[config.mk]
export PLATFORM = sky130hd
export DESIGN_NAME = sd_wide_bus_data_crc
export DESIGN_NICKNAME = d
export VERILOG_FILES = /design/src/sv/sdwb_pkg.sv /design/src/sv/sdwb_crc_lane.sv /design/src/sv/sdwb_trailer.sv /design/src/sv/sd_wide_bus_data_crc.sv
export SDC_FILE = /design/constraint.sdc
export NUM_CORES = 1
export LEC_CHECK = 0
export ABC_AREA = 1
export BUFFER_PORTS_ARGS = -buffer_cell sky130_fd_sc_hd__buf_4
export CORE_MARGIN = 1.5
export CORE_UTILIZATION = 62
export DETAILED_ROUTE_END_ITERATION = 10
export GPL_TIMING_DRIVEN = 0
export PLACE_DENSITY = 0.92
export SETUP_SLACK_MARGIN = 0.3
export SYNTH_ARGS = -nofsm -noshare
export SYNTH_HDL_FRONTEND = slang
export SYNTH_HIERARCHICAL = 1
export SYNTH_SLANG_ARGS = --single-unit
[constraint.sdc]
create_clock -name aclk -period 4 [get_ports aclk]
set_clock_uncertainty 0.15 [all_clocks]
set_input_delay 0.6 -clock aclk [delete_from_list [all_inputs] [get_ports aclk]]
set_output_delay 0.6 -clock aclk [all_outputs]
set_load 0.02 [all_outputs]
[src/sv/sdwb_pkg.sv]
`default_nettype none

package sdwb_pkg;

    localparam int unsigned LINES       = 4;
    localparam int unsigned CRC_W       = 16;
    localparam int unsigned TRL_BYTES   = 8;
    localparam int unsigned TRL_W       = TRL_BYTES * 8;
    localparam int unsigned TRL_CNT_W   = 4;
    localparam logic [CRC_W-1:0] CRC_POLY = 16'h1021;

    typedef logic [CRC_W-1:0]            crc_t;
    typedef logic [LINES-1:0][CRC_W-1:0] crc_bank_t;
    typedef logic [TRL_W-1:0]            trl_img_t;
    typedef logic [TRL_CNT_W-1:0]        trl_cnt_t;

    // top -> trailer unit
    typedef struct packed {
        logic load;
        logic advance;
    } trl_ctrl_t;

    // trailer unit -> top
    typedef struct packed {
        logic busy;
        logic last;
    } trl_stat_t;

    // one bit into a CRC16, MSB first
    function automatic crc_t crc_push(input crc_t crc, input logic din);
        logic fb;
        crc_t c;
        fb = crc[CRC_W-1] ^ din;
        c  = {crc[CRC_W-2:0], 1'b0};
        if (fb) begin
            c = c ^ CRC_POLY;
        end
        return c;
    endfunction

    // Trailer image: byte t at [63-8t -: 8]; bit 4+k = line k bit 15-2t,
    // bit k = line k bit 14-2t.
    function automatic trl_img_t trl_pack(input crc_bank_t bank);
        trl_img_t img;
        img = '0;
        for (int t = 0; t < TRL_BYTES; t++) begin
            for (int k = 0; k < LINES; k++) begin
                img[TRL_W - 8 - 8*t + 4 + k] = bank[k][CRC_W - 1 - 2*t];
                img[TRL_W - 8 - 8*t + k]     = bank[k][CRC_W - 2 - 2*t];
            end
        end
        return img;
    endfunction

endpackage

`default_nettype wire

[src/sv/sdwb_crc_lane.sv]
`default_nettype none

// CRC16 for one data line: two bits per byte, high nibble bit first.
module sdwb_crc_lane
    import sdwb_pkg::*;
(
    input  wire  aclk,
    input  wire  aresetn,
    input  wire  en,
    input  wire  clr,
    input  wire  bit_hi,
    input  wire  bit_lo,
    output crc_t crc_next
);

    crc_t crc_reg;

    assign crc_next = crc_push(crc_push(crc_reg, bit_hi), bit_lo);

    always_ff @(posedge aclk) begin
        if (!aresetn) begin
            crc_reg <= '0;
        end else if (en) begin
            crc_reg <= clr ? '0 : crc_next;
        end
    end

endmodule

`default_nettype wire

[src/sv/sdwb_trailer.sv]
`default_nettype none

// Holds the packed CRC trailer and shifts it out a byte at a time.
module sdwb_trailer
    import sdwb_pkg::*;
(
    input  wire        aclk,
    input  wire        aresetn,
    input  trl_ctrl_t  ctrl,
    input  crc_bank_t  bank,
    output logic [7:0] trl_byte,
    output trl_stat_t  stat
);

    trl_img_t shift_reg;
    trl_cnt_t cnt_reg;

    assign trl_byte  = shift_reg[TRL_W-1 -: 8];
    assign stat.busy = (cnt_reg != '0);
    assign stat.last = (cnt_reg == trl_cnt_t'(1));

    always_ff @(posedge aclk) begin
        if (!aresetn) begin
            cnt_reg <= '0;
        end else if (ctrl.load) begin
            cnt_reg <= trl_cnt_t'(TRL_BYTES);
        end else if (ctrl.advance) begin
            cnt_reg <= cnt_reg - trl_cnt_t'(1);
        end
    end

    always_ff @(posedge aclk) begin
        if (ctrl.load) begin
            shift_reg <= trl_pack(bank);
        end else if (ctrl.advance) begin
            shift_reg <= {shift_reg[TRL_W-9:0], 8'h00};
        end
    end

endmodule

`default_nettype wire

[src/sv/sd_wide_bus_data_crc.sv]
// Data CRC generator for a 4-bit card bus. Each accepted word on the s_
// channel is one data byte; it comes out unchanged on the m_ channel with
// m_is_crc low, while four CRC16 registers (x^16+x^12+x^5+1, seed 0, MSB
// first), one per data line, take two bits of it: line k gets bit 4+k, then
// bit k. The byte flagged by s_end_of_block is followed by eight trailer
// words (m_is_crc high, m_last high on the eighth); trailer word t carries
// CRC bits 15-2t of lines 3..0 in its high nibble and bits 14-2t in its low
// nibble. The CRCs restart from zero right after that byte. Rate: one word
// per cycle in both directions while m_ready is high, except that s_ready
// stays low while the trailer shift register drains. Words pass through one
// output register. Block length is not checked.
`default_nettype none

module sd_wide_bus_data_crc
    import sdwb_pkg::*;
(
    input  wire        aclk,
    input  wire        aresetn,
    // byte stream in
    input  wire        s_valid,
    output logic       s_ready,
    input  wire  [7:0] s_data_byte,
    input  wire        s_end_of_block,
    // byte stream out
    output logic       m_valid,
    input  wire        m_ready,
    output logic [7:0] m_out_byte,
    output logic       m_is_crc,
    output logic       m_last
);

    logic       out_free;
    logic       s_accept;
    logic       eob_accept;
    crc_bank_t  crc_next;
    trl_ctrl_t  trl_ctrl;
    trl_stat_t  trl_stat;
    logic [7:0] trl_byte;

    logic       m_valid_reg, m_valid_next;
    logic [7:0] m_out_byte_reg;
    logic       m_is_crc_reg;
    logic       m_last_reg;

    // output register is free when empty or being drained this cycle
    assign out_free   = !m_valid_reg || m_ready;
    assign s_ready    = out_free && !trl_stat.busy;
    assign s_accept   = s_valid && s_ready;
    assign eob_accept = s_accept && s_end_of_block;

    assign trl_ctrl.load    = eob_accept;
    assign trl_ctrl.advance = out_free && trl_stat.busy;

    // one CRC per data line
    for (genvar k = 0; k < LINES; k++) begin : g_lane
        sdwb_crc_lane u_lane (
            .aclk     (aclk),
            .aresetn  (aresetn),
            .en       (s_accept),
            .clr      (s_end_of_block),
            .bit_hi   (s_data_byte[4+k]),
            .bit_lo   (s_data_byte[k]),
            .crc_next (crc_next[k])
        );
    end

    // trailer snapshot takes the CRCs including the final byte
    sdwb_trailer u_trl (
        .aclk     (aclk),
        .aresetn  (aresetn),
        .ctrl     (trl_ctrl),
        .bank     (crc_next),
        .trl_byte (trl_byte),
        .stat     (trl_stat)
    );

    always_comb begin
        m_valid_next = m_valid_reg;
        if (s_accept || trl_ctrl.advance) begin
            m_valid_next = 1'b1;
        end else if (m_ready) begin
            m_valid_next = 1'b0;
        end
    end

    always_ff @(posedge aclk) begin
        if (!aresetn) begin
            m_valid_reg <= 1'b0;
        end else begin
            m_valid_reg <= m_valid_next;
        end
    end

    // payload: data byte on accept, trailer byte on advance (never both)
    always_ff @(posedge aclk) begin
        if (s_accept) begin
            m_out_byte_reg <= s_data_byte;
            m_is_crc_reg   <= 1'b0;
            m_last_reg     <= 1'b0;
        end else if (trl_ctrl.advance) begin
            m_out_byte_reg <= trl_byte;
            m_is_crc_reg   <= 1'b1;
            m_last_reg     <= trl_stat.last;
        end
    end

    assign m_valid    = m_valid_reg;
    assign m_out_byte = m_out_byte_reg;
    assign m_is_crc   = m_is_crc_reg;
    assign m_last     = m_last_reg;

endmodule

`default_nettype wire

==> impl_metrics.ini, run 1 <==
[placement]
port_buffers = 24
place_area_mm2 = 0.00702
post-dp-hpwl_um = 9370
place_ws_ns = 0.919
gp_congestion = 0.897

[drt]
num_vias = 5355
via_per_inst = 5.46
drt_iter0_drc = 377
drt-pass1-iter-count = 5
wirelength_um = 15100
wl_per_cell_um = 15.4
ant_nets = 0
drc = 0

[setup_path]
required_ns = 3.99
startpoint = u_trl/cnt_reg[0]
path_class = reg -> reg
worstSetupEndpointType = register
worstPathArrival_ns = 3.22
rr_startpoint = u_trl/cnt_reg[0]
startpoint_type = register
r2r_cells = 10
crit_path_max_fanout = 64

[cells_and_area]
layout_common_cells = 353 x nand2_1, 85 x buf_4, 72 x edfxtp_1, 71 x dfxtp_1, 67 x a21oi_1
drive_gt1_frac = 0.172
layout_commonest_cell = nand2_1
antenna-diode-count = 0
fin_area_mm2 = 0.00758
final_nets = 848
synthToLayoutAreaGrowth_pct = 13.7

[floorplanning]
core_mm2 = 0.0104
ios = 25
start_util = 0.643
dieHeight_um = 107
die_x_um = 107
dieArea_mm2 = 0.0114
fp-row-count = 37

[power_and_ir_drop]
combPwrFrac = 0.293
pwr-share-clk = 0.269
power_switching_mw = 1.83
seq_power_share = 0.438
swShare = 0.333
max-vdd-ir-drop_mv = 0.692
internal_power_mw = 3.66
fin_total_pwr_mw = 5.49
leakagePower_nw = 3.33
power_density_mw_per_mm2 = 724

[sta]
worst_slack_ns = 0.779
hold_viol = 0
fin_crit_sh = 0.805
hold_ws_ns = 0.227
period_needed_ns = 3.22
worstMarginPinSlew_ns = 0.900
rsz0062_at_grt = false
fmax_mhz = 310
slew-limit-headroom = 0.400
setup_viol = 0
slew_violations = 0
finalSetupTns_ns = 0

[yosys]
synth_flop_cell = edfxtp_1
synth-edff-count = 72
yosys.cell_types.count = 23
synth_seq_cells = 143
yosys_warnings = 6
async_flop_share = 0
netlist_area_mm2 = 0.00667
netlist_instances = 789
avgSynthCellArea_um2 = 8.45
synth_fp_nets = 805
yosysSeqAreaShare = 0.538

[clock_tree]
ctsLongestPathBuffers = 2
cts_tree = built
post_cts_resized = 0
clkLatencyLatePin_ns = 0.52
postCtsHoldBufs = 0
clk_pin_slew_ns = 0.06
cts_made_buffers = 17
post-cts-setup-buffer-count = 0
clock_sinks = 143
cts_root_buf = clkbuf_8
cts_max_level = 4

[global_routing]
grt_pass1_wl_um = 23900
antenna_found_initial = 0
grt_usage = 0.277
grt_pass1_vias = 5116
grt_overflow = 0
grt_max_degree = 65

[flow_run]
cap_violations = 0

[min_path]
hold_path_class = in -> reg
min_path_cells = 3
worstHoldStart = aresetn

[outcome]
status = complete, no violations
==> path summary, 6_finish.rpt <==
| kind | end | slack [ns] |
|---|---|---|
| setup / recovery | u_trl/shift_reg[10] | 0.78 |
| hold / removal | u_trl/cnt_reg[3] | 0.23 |
| setup reg to reg | u_trl/shift_reg[10] | 0.78 |
| hold reg to reg | g_lane[1].u_lane/crc_reg[8] | 0.32 |
==> area by class of cell <==
cell class                      count  area (µm²)
Buffer                             76         574
Clock buffer                       19         432
Clock inverter                     13         123
Fill cell                         769        2790
Inverter                           50         188
Multi-Input combinational cell    520        2330
Sequential cell                   143        3580
Tap cell                          136         170
Timing Repair Buffer               24         180
==> Yosys cell counts (all sizes together) (2+ instances only) <==
| cell type | instances | area (µm²) |
|---|---|---|
| ha | 3 | 37.5 |
| o21ai | 2 | 10.0 |
| nand4 | 8 | 50.1 |
| buf | 76 | 574 |
| nand2 | 354 | 1330 |
| inv | 50 | 188 |
| nand3b | 16 | 120 |
| nand3 | 36 | 190 |
| nor2 | 15 | 129 |
| a21oi | 67 | 335 |
| edfxtp | 72 | 2160 |
| dfxtp | 71 | 1420 |
| and2 | 16 | 100 |
==> logic make-up (layout without fill, tap and decap cells) <==
logic type | after synthesis | after routing | synth area share
AO/OA/AOI/OAI | 70 | 70 | 0.0529
adder cells (fa/ha/maj) | 3 | 3 | 0.00563
buffers and inverters | 126 | 182 | 0.114
flip-flops | 143 | 143 | 0.538
AND/OR/NAND/NOR | 447 | 447 | 0.290
==> power groups by stage <==
stage	Clock, mW	Combinational, mW	Sequential (mW)
floorplan	0	1.06	2.47
global placement	0	1.51	2.44
detailed placement	0	1.59	2.43
CTS	1.49	1.61	2.40
global route	1.56	1.77	2.44
finish	1.48	1.61	2.40
==> per-layer routing <==
layer  global-route usage  vias to the layer above  wire length (µm)
li1                     -                     2576                 -
met1                0.332                     2504              5960
met2                0.480                      230              7680
met3               0.0675                       45              1050
met4                0.110                        0               359
met5                    0                        -                 0
==> metrics by stage <==
stage                     cells  utilization
after floorplan             789            -
after global placement      949        0.677
after detailed placement    949        0.677
after CTS                   981        0.731
after global routing        981        0.731
final                       981        0.731
==> worst max-delay path, cell delays in order, from the launching register on <==
cell and delay, ns:
dfxtp_1 0.34, inv_1 0.12, ha_1 0.18, nand3_1 0.18, inv_2 0.27, nand3_2 0.14, buf_6 0.18, nor2_1 0.20
inv_2 0.10, buf_2 0.24, nand2_4 0.67
(Power assumes the default switching activity.)
==> run 2: changes to the inputs <==
- CORE_UTILIZATION: 62 -> 56
- PLACE_DENSITY: 0.92 -> 0.88
- clock period: 4 -> 2.76 ns (I/O delays scaled with it)
==> impl_metrics.ini, run 2 (same netlist as run 1, synthesis figures left out) <==
[global_routing]
grt_max_degree = 33
antenna_found_initial = 0
grt_pass1_vias = 4853
grt_usage = 0.245
grt_overflow = 0
grt_pass1_wl_um = 23700

[placement]
place_inst = 956
post-dp-hpwl_um = 9170
gp_congestion = 0.850
port_buffers = 24
place_area_mm2 = 0.00704

[cells_and_area]
multi_input_comb_area_mm2 = 0.00240
final_core_util = 0.676
layout_commonest_cell = nand2_1
nFillCells = 897
layoutNonFillerInstCount = 992
synthToLayoutAreaGrowth_pct = 16.8
final_nets = 852
fin_area_mm2 = 0.00778
drive_gt1_frac = 0.177
layout_common_cells = 353 x nand2_1, 87 x buf_4, 72 x edfxtp_1, 71 x dfxtp_1, 67 x a21oi_1
final-seq-area_mm2 = 0.00358
antenna-diode-count = 0

[sta]
hold_viol = 0
fmax_mhz = 425
period_needed_ns = 2.35
finalSetupTns_ns = 0
fin_crit_sh = 0.852
worstMarginPinSlew_ns = 0.483
setup_viol = 0
rsz0062_at_grt = false
slew-limit-headroom = 0.678
slew_violations = 0

[setup_path]
required_ns = 2.20
critical-path-top-delay-family = buffers and inverters
timing.rr.end = u_trl/shift_reg[5]
reg2reg_slack_ns = 0.41
worstSetupEndpointType = primary output
worstPathArrival_ns = 1.79
crit_path_max_fanout = 9
slowest_stage = dfxtp_1
r2r_cells = 10
rr_startpoint = u_trl/cnt_reg[0]
path_cells = inv_1 > ha_1 > nand3_2 > inv_4 > buf_4 > nand2_1 > inv_1 > buf_4
startpoint = u_trl/cnt_reg[0]
slowest_delay_ns = 0.40
path_class = reg -> out
crit_buf_inv = 5
startpoint_type = register

[drt]
ant_nets = 0
num_vias = 5262
drc = 6
wl_per_cell_um = 15.1
via_per_inst = 5.30
drt_iter0_drc = 388
wirelength_um = 14900
drt-pass1-iter-count = 8

[power_and_ir_drop]
power_density_mw_per_mm2 = 1100
pwr-share-clk = 0.299
leakagePower_nw = 3.41
internal_power_mw = 5.78
power_switching_mw = 2.77
seq_power_share = 0.404
combPwrFrac = 0.297
fin_total_pwr_mw = 8.55
swShare = 0.324
max-vdd-ir-drop_mv = 0.980

[clock_tree]
cts_tree = built
clock_sinks = 143
cts_root_buf = clkbuf_16
clk_pin_slew_ns = 0.05
cts_max_level = 4
clkLatencyLatePin_ns = 0.42
postCtsHoldBufs = 0
cts_made_buffers = 17
ctsLongestPathBuffers = 2

[floorplanning]
die_x_um = 112
ios = 25
core_mm2 = 0.0115
start_util = 0.579
dieHeight_um = 112
dieArea_mm2 = 0.0126
fp-row-count = 39

[min_path]
hold_path_end = u_trl/cnt_reg[3]
min_path_cells = 3
worstHoldStart = aresetn
hold_path_class = in -> reg

[outcome]
status = finished with violations
violations = design-rule violations

[flow_run]
cap_violations = 0
## run 2: cell types whose count changed in the layout (fill, tap and decap cells not counted), moves of 2 or more
cell	previous run	this run
bufinv_16	2	5
nand2_8	0	4
buf_4	85	87
clkinv_2	7	3
clkbuf_16	16	18
## run 2: routing by layer
layer	GRT usage	share of wire
met5	0	0
met1	0.320	0.43
met4	0.0819	0.021
met3	0.0545	0.057
met2	0.409	0.50
## run 2: final cells by class
class                      instances  area share
tap                              143      0.0230
timing repair buffer              25      0.0241
inverter                          50      0.0244
clock buffer                      21      0.0619
multi-input combinational        523       0.309
sequential                       143       0.460
clock inverter                    11      0.0236
buffer                            76      0.0741
## run 2: power by group through the flow
stage / sequential (mW) / combinational, mW / clock, mW
after floorplan: 3.54 / 1.56 / 0
after global placement: 3.48 / 2.23 / 0
after detailed placement: 3.49 / 2.31 / 0
after CTS: 3.45 / 2.48 / 2.58
after global routing: 3.51 / 2.78 / 2.67
final: 3.45 / 2.54 / 2.56
## run 2: through the flow
step / hold WS (ns) / setup WS, ns
2_1_floorplan: 0.302 / 0.446
3_5_place_dp: 0.318 / -0.0564
6_report: 0.150 / 0.409
3_3_place_gp: 0.313 / 0.00986
4_1_cts: 0.136 / 0.340
5_1_grt: 0.167 / 0.309
## run 2: worst reg2reg max path, stage by stage (launching register included)
cell	delay, ns
dfxtp_1	0.40
inv_1	0.11
ha_1	0.21
nand3_2	0.14
inv_4	0.05
nand3_2	0.09
buf_6	0.18
nor2_1	0.08
inv_2	0.10
buf_4	0.35
nand2_8	0.19
## run 2: worst max path at each step
stage	end	slack (ns)	cells past startpoint
finish	s_ready	0.41	8
global route	u_trl/shift_reg[49]	0.31	12
CTS	u_trl/shift_reg[47]	0.34	10
detailed placement	u_trl/shift_reg[1]	-0.06	10
global placement	u_trl/shift_reg[1]	0.01	10
floorplan	u_trl/shift_reg[0]	0.45	10
## run 2: timing repair
item                       in CTS  in global routing
resized for setup               4                  2
buffers inserted                1                  0
gates cloned                    2                  1
setup endpoints to repair     101                 88
pin swaps                       1                  1
==> run 3: changes to the inputs <==
- ABC_AREA: 1 -> not set
- TNS_END_PERCENT: not set -> 100
==> impl_metrics.ini, run 3 <==
[setup_path]
reg2reg_slack_ns = 0.37
path_class = reg -> reg
worstSetupEndpointType = register
timing.rr.end = u_trl/shift_reg[52]
rr_startpoint = u_trl/cnt_reg[1]
worstPathArrival_ns = 2.38
crit_path_max_fanout = 16
startpoint_type = register
r2r_cells = 9
startpoint = u_trl/cnt_reg[1]
required_ns = 2.74
endpoint = u_trl/shift_reg[52]

[yosys]
yosysSeqAreaShare = 0.509
yosys_warnings = 6
yosys.cell_types.count = 34
synth_top_area_share = 0.307
synth_commonest_cells = 72 x edfxtp_1, 71 x dfxtp_1, 61 x inv_1, 59 x nand2_1, 58 x and2_1
netlist_area_mm2 = 0.00704
synth_seq_cells = 143
synth-edff-count = 72
synth_flop_cell = edfxtp_1
async_flop_share = 0
synth_area_leaders = edfxtp_1 31%, dfxtp_1 20%, mux2_4 6.0%
synth_top_area_cell = edfxtp_1
netlist_instances = 612
synth_fp_nets = 628
avgSynthCellArea_um2 = 11.5
synth.most_common_cell = edfxtp_1

[sta]
worstMarginPinSlew_ns = 0.657
hold_viol = 0
setup_viol = 0
fmax_mhz = 418
fin_crit_sh = 0.866
worst_slack_ns = 0.369
period_needed_ns = 2.39
slew-limit-headroom = 0.562
rsz0062_at_grt = true
slew_violations = 0
finalSetupTns_ns = 0

[clock_tree]
clock_sinks = 143
clkLatencyLatePin_ns = 0.42
cts_tree = built
cts_made_buffers = 17
postCtsHoldBufs = 0
cts_max_level = 4
cts_root_buf = clkbuf_16
clk_pin_slew_ns = 0.05
ctsLongestPathBuffers = 2

[drt]
via_per_inst = 5.51
ant_nets = 0
num_vias = 4677
drt-pass1-iter-count = 5
wl_per_cell_um = 17.7
wirelength_um = 15000
drc = 0
drt_iter0_drc = 241

[floorplanning]
fp-row-count = 40
ios = 25
die_x_um = 115
dieHeight_um = 115
start_util = 0.581
dieArea_mm2 = 0.0132
core_mm2 = 0.0121

[placement]
port_buffers = 24
gp_congestion = 0.817
post-dp-hpwl_um = 8920
place_inst = 804
place_ws_ns = -0.215

[global_routing]
antenna_found_initial = 0
grt_max_degree = 36
met2_usage = 0.407
grt_use_met1 = 0.284
grt_overflow = 0
grt_pass1_wl_um = 23600
grt_pass1_vias = 4812
grt.busiest_layer = met2
met3_usage = 0.0469
grt_usage = 0.236

[outcome]
status = complete, no violations

[power_and_ir_drop]
fin_total_pwr_mw = 8.74
max-vdd-ir-drop_mv = 0.601
power_density_mw_per_mm2 = 1070
leakagePower_nw = 3.08

[cells_and_area]
drive_gt1_frac = 0.314
layout_common_cells = 76 x buf_4, 72 x edfxtp_1, 70 x dfxtp_1, 60 x inv_1
antenna-diode-count = 0
layoutNonFillerInstCount = 849
nFillCells = 876
synthToLayoutAreaGrowth_pct = 15.6
final_nets = 684
layout_commonest_cell = buf_4
final_core_util = 0.672

[flow_run]
cap_violations = 0

[min_path]
hold_path_class = in -> reg
[run 3: through the flow]
stage	hold slack, ns	cell area (µm²)
3_5_place_dp	0.314	7440
2_1_floorplan	0.347	7050
3_3_place_gp	0.283	7440
4_1_cts	0.135	8060
5_1_grt	0.142	8140
6_report	0.150	8140
[run 3: where the power goes]
part / internal (mW) / switching [mW]
Combinational: 1.52 / 1.58
Sequential: 3.27 / 0.248
Clock: 1.28 / 0.826
[run 3: area by class of cell]
class,instances,area (µm²),share of cell area
Inverter,61,233,0.0286
Sequential cell,143,3580,0.441
Clock buffer,25,517,0.0635
Multi-Input combinational cell,339,2730,0.336
Timing Repair inverter,1,7.51,0.000923
Clock inverter,7,33.8,0.00415
Tap cell,168,210,0.0258
Timing Repair Buffer,30,250,0.0308
Buffer,75,567,0.0697
[run 3: what timing repair did]
item / 4_1_cts / 5_1_grt
gates cloned: 4 / 3
setup endpoints to repair: 128 / 103
resized for setup: 4 / 14
setup buffers: 4 / 2
[run 3: critical path: stages (launching register included)]
cell and delay (ns):
dfxtp_1 0.34, inv_1 0.11, ha_1 0.17, nand2_2 0.11, nor2b_4 0.16, and3_4 0.23
buf_6 0.19, clkbuf_4 0.29, or2_4 0.19, buf_12 0.14
[run 3: how the worst min path moves through the flow]
stage                                              end                    startpoint  depth (start not counted)
after detailed placement                        m_last                        m_last                          2
after CTS                                      m_valid                       s_valid                          3
final                                          m_valid                       s_valid                          3
after global placement                          m_last                        m_last                          2
after global routing                           m_valid                       s_valid                          3
after floorplan           g_lane[0].u_lane/crc_reg[12]  g_lane[0].u_lane/crc_reg[12]                          2
[run 3: kinds of logic after synthesis]
group,count (synthesis),share of synthesized area
compound gates,70,0.0692
xor+xnor,27,0.0421
fa+ha+maj,3,0.00533
buf+inv,136,0.112
flops,143,0.509
mux,64,0.117
simple gates,169,0.145
[run 3: metal layers]
metal  wire length (µm)  up-vias
met2               7690      161
met1               6200     2281
li1                   -     2203
met3                789       32
met5                  0        -
met4                315        0
